==> src/sv/psp_pkg.sv <==
// Package for the packet send pacer: field widths, register indexes and
// the constants used to scale a packet length into a time increment.
// No dependencies.
package psp_pkg;

    // Field and register widths
    localparam int RATE_W    = 40;
    localparam int MINW_W    = 20;
    localparam int BYTES_W   = 16;
    localparam int FIELD_W   = 48;
    localparam int CFG_IDX_W = 1;
    localparam int CFG_DAT_W = RATE_W;

    // Default width of the stored time
    localparam int TIME_BITS_DEF = 48;

    // Register reset values
    localparam logic [MINW_W-1:0] MIN_WAIT_RESET = MINW_W'(500);

    // Register indexes
    localparam logic [CFG_IDX_W-1:0] REG_RATE_BPS    = CFG_IDX_W'(0);
    localparam logic [CFG_IDX_W-1:0] REG_MIN_WAIT_US = CFG_IDX_W'(1);

    // Bits per byte times microseconds per second
    localparam longint BITS_PER_BYTE = 8;
    localparam longint US_PER_S      = 1000000;
    localparam longint SCALE         = BITS_PER_BYTE * US_PER_S;

    // Dividend width: largest length times the scale fits in 39 bits
    localparam int NUM_W = 39;

endpackage

==> src/sv/packet_send_pacer.sv <==
// Packet send pacer top level; depends on psp_pkg.
// Sequence: a disabled or empty packet goes from acceptance straight to the result state; others
// pass through the prep, wait, divide and add states first. One transaction at a time.
// The bit-serial restoring divider turns the length into a time increment
// (one quotient bit per cycle, shared subtractor); a new packet is accepted only when idle.
// Reset: synchronous, active low; clears next-send time, rate and state, loads 500 us min wait.
module packet_send_pacer #(
    parameter int TIME_BITS = psp_pkg::TIME_BITS_DEF
) (
    input  logic                             aclk,
    input  logic                             aresetn,
    // configuration write port
    input  logic                             cfg_wr_en,
    input  logic [psp_pkg::CFG_IDX_W-1:0]    cfg_index,
    input  logic [psp_pkg::CFG_DAT_W-1:0]    cfg_wdata,
    // input channel
    input  logic                             s_valid,
    output logic                             s_ready,
    input  logic [psp_pkg::BYTES_W-1:0]      s_packet_bytes,
    input  logic [psp_pkg::FIELD_W-1:0]      s_now_us,
    // result channel
    output logic                             m_valid,
    input  logic                             m_ready,
    output logic [psp_pkg::FIELD_W-1:0]      m_wait_us,
    output logic                             m_hold
);

    localparam int NUM_W  = psp_pkg::NUM_W;
    localparam int RATE_W = psp_pkg::RATE_W;
    localparam int REM_W  = RATE_W + 1;
    localparam int CNT_W  = $clog2(NUM_W + 1);
    localparam int WIDE_W = (TIME_BITS > psp_pkg::FIELD_W) ? TIME_BITS : psp_pkg::FIELD_W;
    localparam int SUM_W  = ((TIME_BITS > NUM_W) ? TIME_BITS : NUM_W) + 1;

    // Sequencer states
    localparam logic [2:0] ST_IDLE = 3'd0;
    localparam logic [2:0] ST_PREP = 3'd1;
    localparam logic [2:0] ST_WAIT = 3'd2;
    localparam logic [2:0] ST_DIV  = 3'd3;
    localparam logic [2:0] ST_ADD  = 3'd4;
    localparam logic [2:0] ST_OUT  = 3'd5;

    logic [2:0]                     state_reg, state_next;
    logic [RATE_W-1:0]              rate_reg;
    logic [psp_pkg::MINW_W-1:0]     min_wait_reg;
    logic [TIME_BITS-1:0]           next_send_reg;
    logic [TIME_BITS-1:0]           now_reg;
    logic [psp_pkg::BYTES_W-1:0]    bytes_reg;
    logic [TIME_BITS-1:0]           wait_reg;
    logic                           hold_reg;
    logic [NUM_W-1:0]               quot_reg;
    logic [RATE_W-1:0]              rem_reg;
    logic [CNT_W-1:0]               cnt_reg;

    logic                           accept;
    logic                           bypass;
    logic [TIME_BITS-1:0]           now_masked;
    logic [TIME_BITS-1:0]           wait_calc;
    logic [REM_W-1:0]               trial;
    logic [REM_W-1:0]               diff;
    logic [SUM_W-1:0]               sum;
    logic [WIDE_W-1:0]              wait_wide;

    assign s_ready    = (state_reg == ST_IDLE);
    assign m_valid    = (state_reg == ST_OUT);
    assign accept     = s_valid && s_ready;
    assign bypass     = (rate_reg == '0) || (s_packet_bytes == '0);
    assign now_masked = TIME_BITS'(WIDE_W'(s_now_us));
    assign wait_calc  = next_send_reg - now_reg;

    // Shared subtractor: one restoring divide step
    assign trial = {rem_reg, quot_reg[NUM_W-1]};
    assign diff  = trial - REM_W'(rate_reg);

    // Saturating add of the increment to the next-send time
    assign sum = SUM_W'(next_send_reg) + SUM_W'(quot_reg);

    assign wait_wide = WIDE_W'(wait_reg);
    assign m_wait_us = wait_wide[psp_pkg::FIELD_W-1:0];
    assign m_hold    = hold_reg;

    // Sequence one transaction through prep, wait, divide and add, or straight to output when bypassed
    always_comb begin
        state_next = state_reg;
        case (state_reg)
            ST_IDLE: begin
                if (accept) begin
                    state_next = bypass ? ST_OUT : ST_PREP;
                end
            end
            ST_PREP: state_next = ST_WAIT;
            ST_WAIT: state_next = ST_DIV;
            ST_DIV: begin
                if (cnt_reg == CNT_W'(NUM_W - 1)) begin
                    state_next = ST_ADD;
                end
            end
            ST_ADD:  state_next = ST_OUT;
            ST_OUT: begin
                if (m_ready) begin
                    state_next = ST_IDLE;
                end
            end
            default: state_next = ST_IDLE;
        endcase
    end

    // Control state, configuration and next-send time
    always_ff @(posedge aclk) begin
        if (!aresetn) begin
            state_reg     <= ST_IDLE;
            rate_reg      <= '0;
            min_wait_reg  <= psp_pkg::MIN_WAIT_RESET;
            next_send_reg <= '0;
            cnt_reg       <= '0;
        end else begin
            state_reg <= state_next;
            if (cfg_wr_en) begin
                case (cfg_index)
                    psp_pkg::REG_RATE_BPS:    rate_reg     <= cfg_wdata[RATE_W-1:0];
                    psp_pkg::REG_MIN_WAIT_US: min_wait_reg <= cfg_wdata[psp_pkg::MINW_W-1:0];
                    default: ;
                endcase
            end
            case (state_reg)
                ST_PREP: begin
                    // pull a past send time up to now: idle earns no credit
                    if (next_send_reg < now_reg) begin
                        next_send_reg <= now_reg;
                    end
                    cnt_reg <= '0;
                end
                ST_DIV: cnt_reg <= cnt_reg + CNT_W'(1);
                ST_ADD: begin
                    if (sum > SUM_W'({TIME_BITS{1'b1}})) begin
                        next_send_reg <= '1;
                    end else begin
                        next_send_reg <= sum[TIME_BITS-1:0];
                    end
                end
                default: ;
            endcase
        end
    end

    // Datapath registers
    always_ff @(posedge aclk) begin
        case (state_reg)
            ST_IDLE: begin
                if (accept) begin
                    bytes_reg <= s_packet_bytes;
                    now_reg   <= now_masked;
                    wait_reg  <= '0;
                    hold_reg  <= 1'b0;
                end
            end
            ST_PREP: begin
                // dividend: bytes * 8 * 1e6
                quot_reg <= NUM_W'(bytes_reg) * NUM_W'(psp_pkg::SCALE);
                rem_reg  <= '0;
            end
            ST_WAIT: begin
                if (wait_calc >= TIME_BITS'(min_wait_reg)) begin
                    wait_reg <= wait_calc;
                    hold_reg <= 1'b1;
                end
            end
            ST_DIV: begin
                if (!diff[REM_W-1]) begin
                    rem_reg  <= diff[RATE_W-1:0];
                    quot_reg <= {quot_reg[NUM_W-2:0], 1'b1};
                end else begin
                    rem_reg  <= trial[RATE_W-1:0];
                    quot_reg <= {quot_reg[NUM_W-2:0], 1'b0};
                end
            end
            default: ;
        endcase
    end

endmodule

==> config.mk <==
export PLATFORM = sky130hd
export DESIGN_NAME = packet_send_pacer
export DESIGN_NICKNAME = d
export VERILOG_FILES = /design/src/sv/psp_pkg.sv /design/src/sv/packet_send_pacer.sv
export SDC_FILE = /design/constraint.sdc
export NUM_CORES = 1
export LEC_CHECK = 0
export ABC_AREA = 1
export BUFFER_PORTS_ARGS = -buffer_cell sky130_fd_sc_hd__clkbuf_2
export CORE_UTILIZATION = 57
export DETAILED_ROUTE_END_ITERATION = 7
export PLACE_DENSITY_LB_ADDON = 0.3
export SYNTH_ARGS = -nofsm -noshare
export SYNTH_HDL_FRONTEND = slang
export SYNTH_SLANG_ARGS = --single-unit
==> constraint.sdc <==
create_clock -name aclk -period 7.5 [get_ports aclk]
set_clock_uncertainty 0.05 [all_clocks]
set_input_delay 0.75 -clock aclk [delete_from_list [all_inputs] [get_ports aclk]]
set_output_delay 0.75 -clock aclk [all_outputs]
set_load 0.03 [all_outputs]
# == Word level (Yosys, flattened, before mapping) ==
# Cells that the tools add are included.
# word_totals
mem_bits_rw,0
reg_bits,309
mem_bits_ro,0
latchBits,0
input_bits,110
n_memories,0
output_inout_bits,51
# op_classes
eq_ne,11
bitwise_logic,1
mux,19
n_reduce_logical,14
addsub,4
n_div,0
multipliers,1
shifts,0
order_cmp,3
# op_table
cell,n
two-way mux 48 bit,4
case mux 48 bit (2 select lines),2
case mux 40 bit (2 select lines),1
case mux 39 bit (2 select lines),1
adder 48 x 39 -> 49 bit,1
greater-than comparator 49 x 48 -> 1 bit (second input constant),1
greater-or-equal comparator 48 x 20 -> 1 bit,1
less-than comparator 48 bit,1
subtractor 48 bit,1
subtractor 41 x 40 -> 41 bit,1
logical NOT 40 bit,1
two-way mux 40 bit,1
multiplier 16 x 14 -> 30 bit (second input constant),1
case mux 3 bit (6 select lines),1
logical NOT 16 bit,1
two-way mux 3 bit,4
case mux 6 bit (2 select lines),1
AND reduction 2 bit,4
adder 6 x 1 -> 6 bit (second input constant),1
== test 3 x 2 -> 1 bit (second input constant),2
== test 3 bit (second input constant),2
== test 6 bit (second input constant),1
inequality test 2 bit (second input constant),3
AND reduction 3 bit,2
other kinds (9),14

# == Depth between registers and ports, before layout ==
# Gate-level depths: netlist of run 1.
# depth
ltp_word,5
ltp_mapped,24
mapped_depth_nobuf,24

# == Worst setup path after synthesis of run 1 ==
# Ideal clock, no wire load.
# synth_timing
kind,reg2reg
from,register state_reg[1]
to,"register hold_reg (netlist: m_hold), enable pin"
stages_incl_launch_ff,8
synth_period_minus_slack_ns,5.569
slack_ns,1.931
arrival_time_ns,5.111
required_ns,7.042
path_cell_list,dfxtp_1 > nor2_1 > inv_1 > nor2_1 > inv_1 > nor2_1 > inv_1 > nand2_1
# synth_between
elab_chain_cells,4
word_cells_on_any_way,7
# synth_rtl
element,line_no,text
start: declaration,packet_send_pacer.sv:43,"logic [2:0] state_reg, state_next;"
start signal: assignment,packet_send_pacer.sv:117,state_reg <= state_next;
logical NOT 3 bit (*),packet_send_pacer.sv:64,assign s_ready = (state_reg == ST_IDLE);
net s_ready,packet_send_pacer.sv:18,"output logic s_ready,"
logical AND 1 bit,packet_send_pacer.sv:66,assign accept = s_valid && s_ready;
inequality test 2 x 1 -> 1 bit (no source line),n/a,
AND reduction 3 bit (no source line) (*),n/a,
end signal: assignment,packet_send_pacer.sv:154,hold_reg <= 1'b0;
end signal: assignment,packet_send_pacer.sv:165,hold_reg <= 1'b1;
end: declaration,packet_send_pacer.sv:50,logic hold_reg;
# The timed path passes the listed nets; every way through them passes the cells marked *.
# A chain may end at the register's enable or synchronous reset.

# == Worst setup path after layout of run 1 ==
# layout_timing
from,register bytes_reg[1] (netlist bit)
to,register quot_reg[32] (data pin)
# layout_between
elab_chain_cells,2
# layout_rtl
element,line_no,text
start: declaration,packet_send_pacer.sv:48,logic [psp_pkg::BYTES_W-1:0] bytes_reg;
start signal: assignment,packet_send_pacer.sv:151,bytes_reg <= s_packet_bytes;
multiplier 16 x 14 -> 30 bit,packet_send_pacer.sv:159,quot_reg <= NUM_W'(bytes_reg) * NUM_W'(psp_pkg::SCALE);
case mux 39 bit (2 select lines),packet_send_pacer.sv:148,case (state_reg)
end signal: assignment,packet_send_pacer.sv:159,
end signal: assignment,packet_send_pacer.sv:171,"quot_reg <= {quot_reg[NUM_W-2:0], 1'b1};"
end signal: assignment,packet_send_pacer.sv:174,"quot_reg <= {quot_reg[NUM_W-2:0], 1'b0};"
end: declaration,packet_send_pacer.sv:51,logic [NUM_W-1:0] quot_reg;
# No other way between the ends.

==> results of run 1 <==
[cell type report]
type / instances / area, µm²
diodes: 1 / 2.50
clock buffers: 48 / 997
clock inverters: 18 / 180
fillers: 3883 / 15600
inverters: 531 / 1990
multi-input cells: 2436 / 14600
flip-flops and latches: 309 / 8110
well taps: 585 / 732
repair buffers: 169 / 868
[worst max-delay path by stage]
stage,from,to,slack [ns],cells past startpoint
floorplan,state_reg[1]$_SDFFE_PN0P_,m_hold$_DFFE_PP_,1.93,7
global placement,bytes_reg[2]$_DFFE_PP_,quot_reg[35]$_DFFE_PP_,1.85,21
detailed placement,bytes_reg[3]$_DFFE_PP_,quot_reg[37]$_DFFE_PP_,1.75,21
CTS,bytes_reg[3]$_DFFE_PP_,quot_reg[37]$_DFFE_PP_,1.75,21
global route,bytes_reg[3]$_DFFE_PP_,quot_reg[37]$_DFFE_PP_,1.28,21
finish,bytes_reg[1]$_DFFE_PP_,quot_reg[32]$_DFFE_PP_,1.78,20
[per-stage QoR]
stage	hold slack (ns)	setup slack, ns	std cells	util, %
3_3_place_gp	0.410	1.85	4030	61.0
4_1_cts	0.278	1.75	4096	63.7
5_1_grt	0.287	1.28	4096	63.7
3_5_place_dp	0.416	1.75	4030	61.0
6_report	0.296	1.78	4097	63.7
2_1_floorplan	0.385	1.93	3341	-
[cell families after synthesis]
| kind of cell | share of synthesized area [%] |
|---|---|
| xor+xnor | 4.14 |
| simple gates | 21.2 |
| compound gates | 15.5 |
| buf+inv | 9.23 |
| flops | 32.5 |
| fa+ha+maj | 17.4 |
[per-layer routing]
| layer | vias to the layer above | global-route usage, % |
|---|---|---|
| met5 | - | 0 |
| met4 | 0 | 12.1 |
| met3 | 138 | 5.13 |
| met2 | 922 | 52.8 |
| met1 | 10939 | 47.7 |
| li1 | 11355 | - |
[cells in the mapped netlist (34+ instances only)]
master / instances / area, µm²
a21oi_1: 302 / 1510
clkbuf_1: 43 / 161
dfxtp_1: 117 / 2340
edfxtp_1: 192 / 5770
fa_1: 58 / 1160
ha_1: 254 / 3180
inv_1: 525 / 1970
nand2_1: 648 / 2430
nand3_1: 117 / 586
nand4_1: 34 / 213
nor2_1: 407 / 1530
nor3_1: 39 / 195
o21ai_0: 276 / 1380
xnor2_1: 37 / 324
xor2_1: 81 / 709
[worst reg2reg max path, stage by stage (launching register included)]
cell      delay [ns]
edfxtp_1        0.50
inv_1           0.13
fa_1            0.55
inv_1           0.06
fa_1            0.51
fa_1            0.58
fa_1            0.43
ha_1            0.28
inv_1           0.05
fa_1            0.49
inv_1           0.04
ha_1            0.35
nand2_1         0.11
nor2_1          0.15
nand4_1         0.10
o21ai_0         0.39
a31oi_1         0.21
nor2_1          0.19
nor2_1          0.07
xor2_1          0.13
o21ai_0         0.08
==> flow_summary.json, run 1 <==
{
  "crit_family": "adder cells",
  "hold_class": "input port to flip-flop",
  "cts_made_buffers": 36,
  "rows": 76,
  "yosys_warnings": 0,
  "clk_latency_ns": 0.58,
  "maxSlewViolCount": 0,
  "overflow": 0,
  "worst_pin_slew_ns": 1.11,
  "placed_area_mm2": 0.0263,
  "cp_max_fo": 6,
  "grt_pass1_wl_um": 118000,
  "wl_met2_um": 32700,
  "crit_top_cell": "fa_1",
  "cts-htree-levels": 2,
  "status": "finished, final reports clean",
  "cts_buffer_depth": 3,
  "fmax_mhz": 175,
  "crit_chain": "inv_1, fa_1, inv_1, fa_1, fa_1, fa_1, ha_1, inv_1, fa_1, inv_1, ha_1, nand2_1, nor2_1, nand4_1, o21ai_0, a31oi_1, nor2_1, nor2_1, xor2_1, o21ai_0",
  "setup_violations": 0,
  "io_pins": 161,
  "layout_commonest_cell": "nand2_1",
  "final_nets": 3905,
  "critPathLaunchType": "flip-flop",
  "synthCells": 3341,
  "grt_max_degree": 115,
  "cap_violations": 0,
  "grt_pass1_vias": 22247,
  "hp-start": "s_now_us[5]",
  "crit_arrival_ns": 5.97,
  "antenna_found_initial": 0,
  "synth_fp_nets": 3763,
  "cts_tree": "built",
  "top_layer": "met4",
  "slew_headroom_pct": 25.6,
  "rrSetupSlack_ns": 1.78,
  "cts.clk_slew.worst_paths_ns": 0.06,
  "wl_per_cell_um": 18.4,
  "ys.flop_type": "edfxtp_1",
  "first_pass_iters": 6,
  "syn_area_mm2": 0.0249,
  "layout-drive-gt1-share_pct": 7.29,
  "antenna_left": 0,
  "die_area_mm2": 0.0446,
  "path_buf_inv": 4,
  "avgSynthCellArea_um2": 7.47,
  "reg2reg_depth": 20,
  "rsz0062_at_grt": "no",
  "gp_congestion": 1.00,
  "worstReg2RegStart": "bytes_reg[1]$_DFFE_PP_",
  "synth_cell_types": 55,
  "synth-async-reset-ratio_pct": 0,
  "setup_tns_ns": 0,
  "holdPathEnd": "now_reg[5]$_DFFE_PP_",
  "cts-hold-fix-buffers": 0,
  "hold_violations": 0,
  "end_kind": "flip-flop",
  "post-route-period-util_pct": 76.3,
  "design_area_mm2": 0.0274,
  "dp_hpwl_um": 60200,
  "numClockSinks": 309,
  "synth_seq_cells": 309,
  "rr_endpoint": "quot_reg[32]$_DFFE_PP_",
  "area_growth_pct": 10.0,
  "met3RoutedLength_um": 6640,
  "die_height_um": 211,
  "wl_met1_um": 33400,
  "clock-root-buffer": "clkbuf_16",
  "ctsResizeCount": 0,
  "crit_type": "flip-flop to flip-flop",
  "layout_common_cells": "647 x nand2_1, 525 x inv_1, 405 x nor2_1",
  "whs_path_depth": 1,
  "start_util_pct": 57.9,
  "coreArea_mm2": 0.0431,
  "required_ns": 7.75,
  "vias": 23354,
  "synth_edf_count": 192,
  "slowest_delay_ns": 0.58,
  "post-route-drc-count": 0,
  "post_cts_buffers": 0,
  "viasPerCell": 5.70,
  "die_w_um": 211,
  "grt_use_total_pct": 33.9,
  "yosysSeqAreaShare_pct": 32.5,
  "fin_crit_ns": 5.72,
  "drt_iter0_markers": 2185,
  "portBuffers": 160,
  "cpMaxStageDelayCell": "fa_1",
  "wirelength_um": 75200
}
Power of run 1 is left out: the tool's default activity adds up to more than one toggle a clock period on the data nets, which glitch-free logic cannot reach.
==> inputs of run 2 (changes only) <==
clock period = 5 ns   (was 7.5 ns; I/O delays follow)
==> run 2 against run 1 <==
Compared with the run above: the flow now finishes with violations (setup timing); register-to-register slack worse by 1.8 ns; largest cell class unchanged; worst hold slack lost 0.24 ns; worst setup slack got worse by 1.8 ns; first-iteration DRC count is 1.1% lower.
==> flow_summary.json, run 2 (synthesis gave the netlist of run 1 again) <==
{
  "cts-hold-fix-buffers": 0,
  "dp_hpwl_um": 56300,
  "placed_area_mm2": 0.0266,
  "cts-htree-levels": 2,
  "placed_cells": 4066,
  "rows": 76,
  "grt_max_degree": 81,
  "post-route-period-util_pct": 101,
  "coreArea_mm2": 0.0431,
  "clk_latency_ns": 0.57,
  "met3RoutedLength_um": 6100,
  "die_area_mm2": 0.0446,
  "multi_input_area_mm2": 0.0148,
  "wl_per_cell_um": 17.1,
  "worst_pin_slew_ns": 1.05,
  "vias": 23088,
  "fmax_mhz": 198,
  "failed_checks": "setup timing",
  "place_ws_ns": -0.227,
  "first_pass_iters": 8,
  "gp_congestion": 1.03,
  "antenna_left": 0,
  "design_area_mm2": 0.0281,
  "cts_tree": "built",
  "portBuffers": 160,
  "cts_buffer_depth": 3,
  "layout_setup_ws_ns": -0.0412,
  "rsz0062_at_grt": "yes",
  "top_layer": "met4",
  "end_kind": "flip-flop",
  "start_util_pct": 57.9,
  "cap_violations": 0,
  "die_height_um": 211,
  "instances_no_fill": 4142,
  "io_pins": 161,
  "grt_use_total_pct": 31.9,
  "area_growth_pct": 12.7,
  "crit_type": "flip-flop to flip-flop",
  "slew_headroom_pct": 29.8,
  "maxSlewViolCount": 0,
  "critPathLaunchType": "flip-flop",
  "grt_pass1_wl_um": 112000,
  "overflow": 0,
  "setup_violations": 5,
  "layout_common_cells": "644 x nand2_1, 515 x inv_1, 401 x nor2_1",
  "cp_max_fo": 4,
  "layout_commonest_cell": "nand2_1",
  "setup_tns_ns": -0.115,
  "regArea_mm2": 0.00811,
  "layout-drive-gt1-share_pct": 9.76,
  "required_ns": 5.27,
  "hold_violations": 0,
  "wirelength_um": 70800,
  "fillerInstances": 3858,
  "viasPerCell": 5.57,
  "grt_pass1_vias": 21960,
  "hold_class": "input port to flip-flop",
  "cts.clk_slew.worst_paths_ns": 0.06,
  "fin_crit_ns": 5.04,
  "drt_iter0_markers": 2162,
  "final_nets": 3950,
  "post-route-drc-count": 0,
  "numClockSinks": 309,
  "die_w_um": 211,
  "antenna_found_initial": 0,
  "cts_made_buffers": 36,
  "status": "finished with violations",
  "wl_met1_um": 31700,
  "clock-root-buffer": "clkbuf_16",
  "crit_arrival_ns": 5.31,
  "wl_met2_um": 30700
}
[run 2: per-layer routing]
metal / global-route usage (%) / vias to the layer above
li1: - / 11427
met1: 44.9 / 10687
met3: 5.53 / 129
met2: 49.6 / 845
met4: 10.5 / 0
met5: 0 / -
[run 2: final timing paths]
kind                                                    start                             to  slack (ns)  depth (start not counted)
worst max-delay path                   bytes_reg[4]$_DFFE_PP_         quot_reg[35]$_DFFE_PP_       -0.04                         22
worst min-delay path                              s_now_us[6]           now_reg[6]$_DFFE_PP_        0.05                          1
worst max register to register         bytes_reg[4]$_DFFE_PP_         quot_reg[35]$_DFFE_PP_       -0.04                         22
worst min register to register  min_wait_reg[16]$_SDFFE_PN0P_  min_wait_reg[16]$_SDFFE_PN0P_        0.41                          2
[run 2: final cells by class]
class,count,area share (%)
multi-input combinational,2436,52.6
sequential,309,28.9
inverter,531,7.09
timing repair buffer,214,4.31
clock buffer,50,3.73
tap,585,2.60
clock inverter,16,0.770
antenna,1,0.00890
[run 2: critical path, cell delays in order (launching register included)]
cell      delay [ns]
edfxtp_1        0.37
inv_2           0.08
fa_1            0.56
inv_2           0.05
fa_1            0.52
fa_1            0.44
fa_1            0.48
ha_1            0.29
inv_1           0.04
fa_1            0.49
inv_2           0.05
ha_4            0.28
nand2_2         0.05
nor2_2          0.10
buf_4           0.13
a21oi_2         0.05
o21ai_2         0.07
a21oi_2         0.09
o21ai_2         0.22
a21oi_2         0.09
nand2b_1        0.15
nand3_1         0.06
nand2_1         0.07
[run 2: per-stage QoR]
stage                     util, %  hold WS, ns
after floorplan                 -        0.385
after global routing         65.2       0.0365
after global placement       61.7        0.400
after CTS                    64.9       0.0299
final                        65.2       0.0547
after detailed placement     61.7        0.404
[run 2: repair_timing]
item | CTS | global route
endpoints found under the setup margin | 10 | 13
pin swaps | 32 | 20
resized for setup | 23 | 24
setup buffers | 6 | 3
Power of run 2 is left out for the same reason.
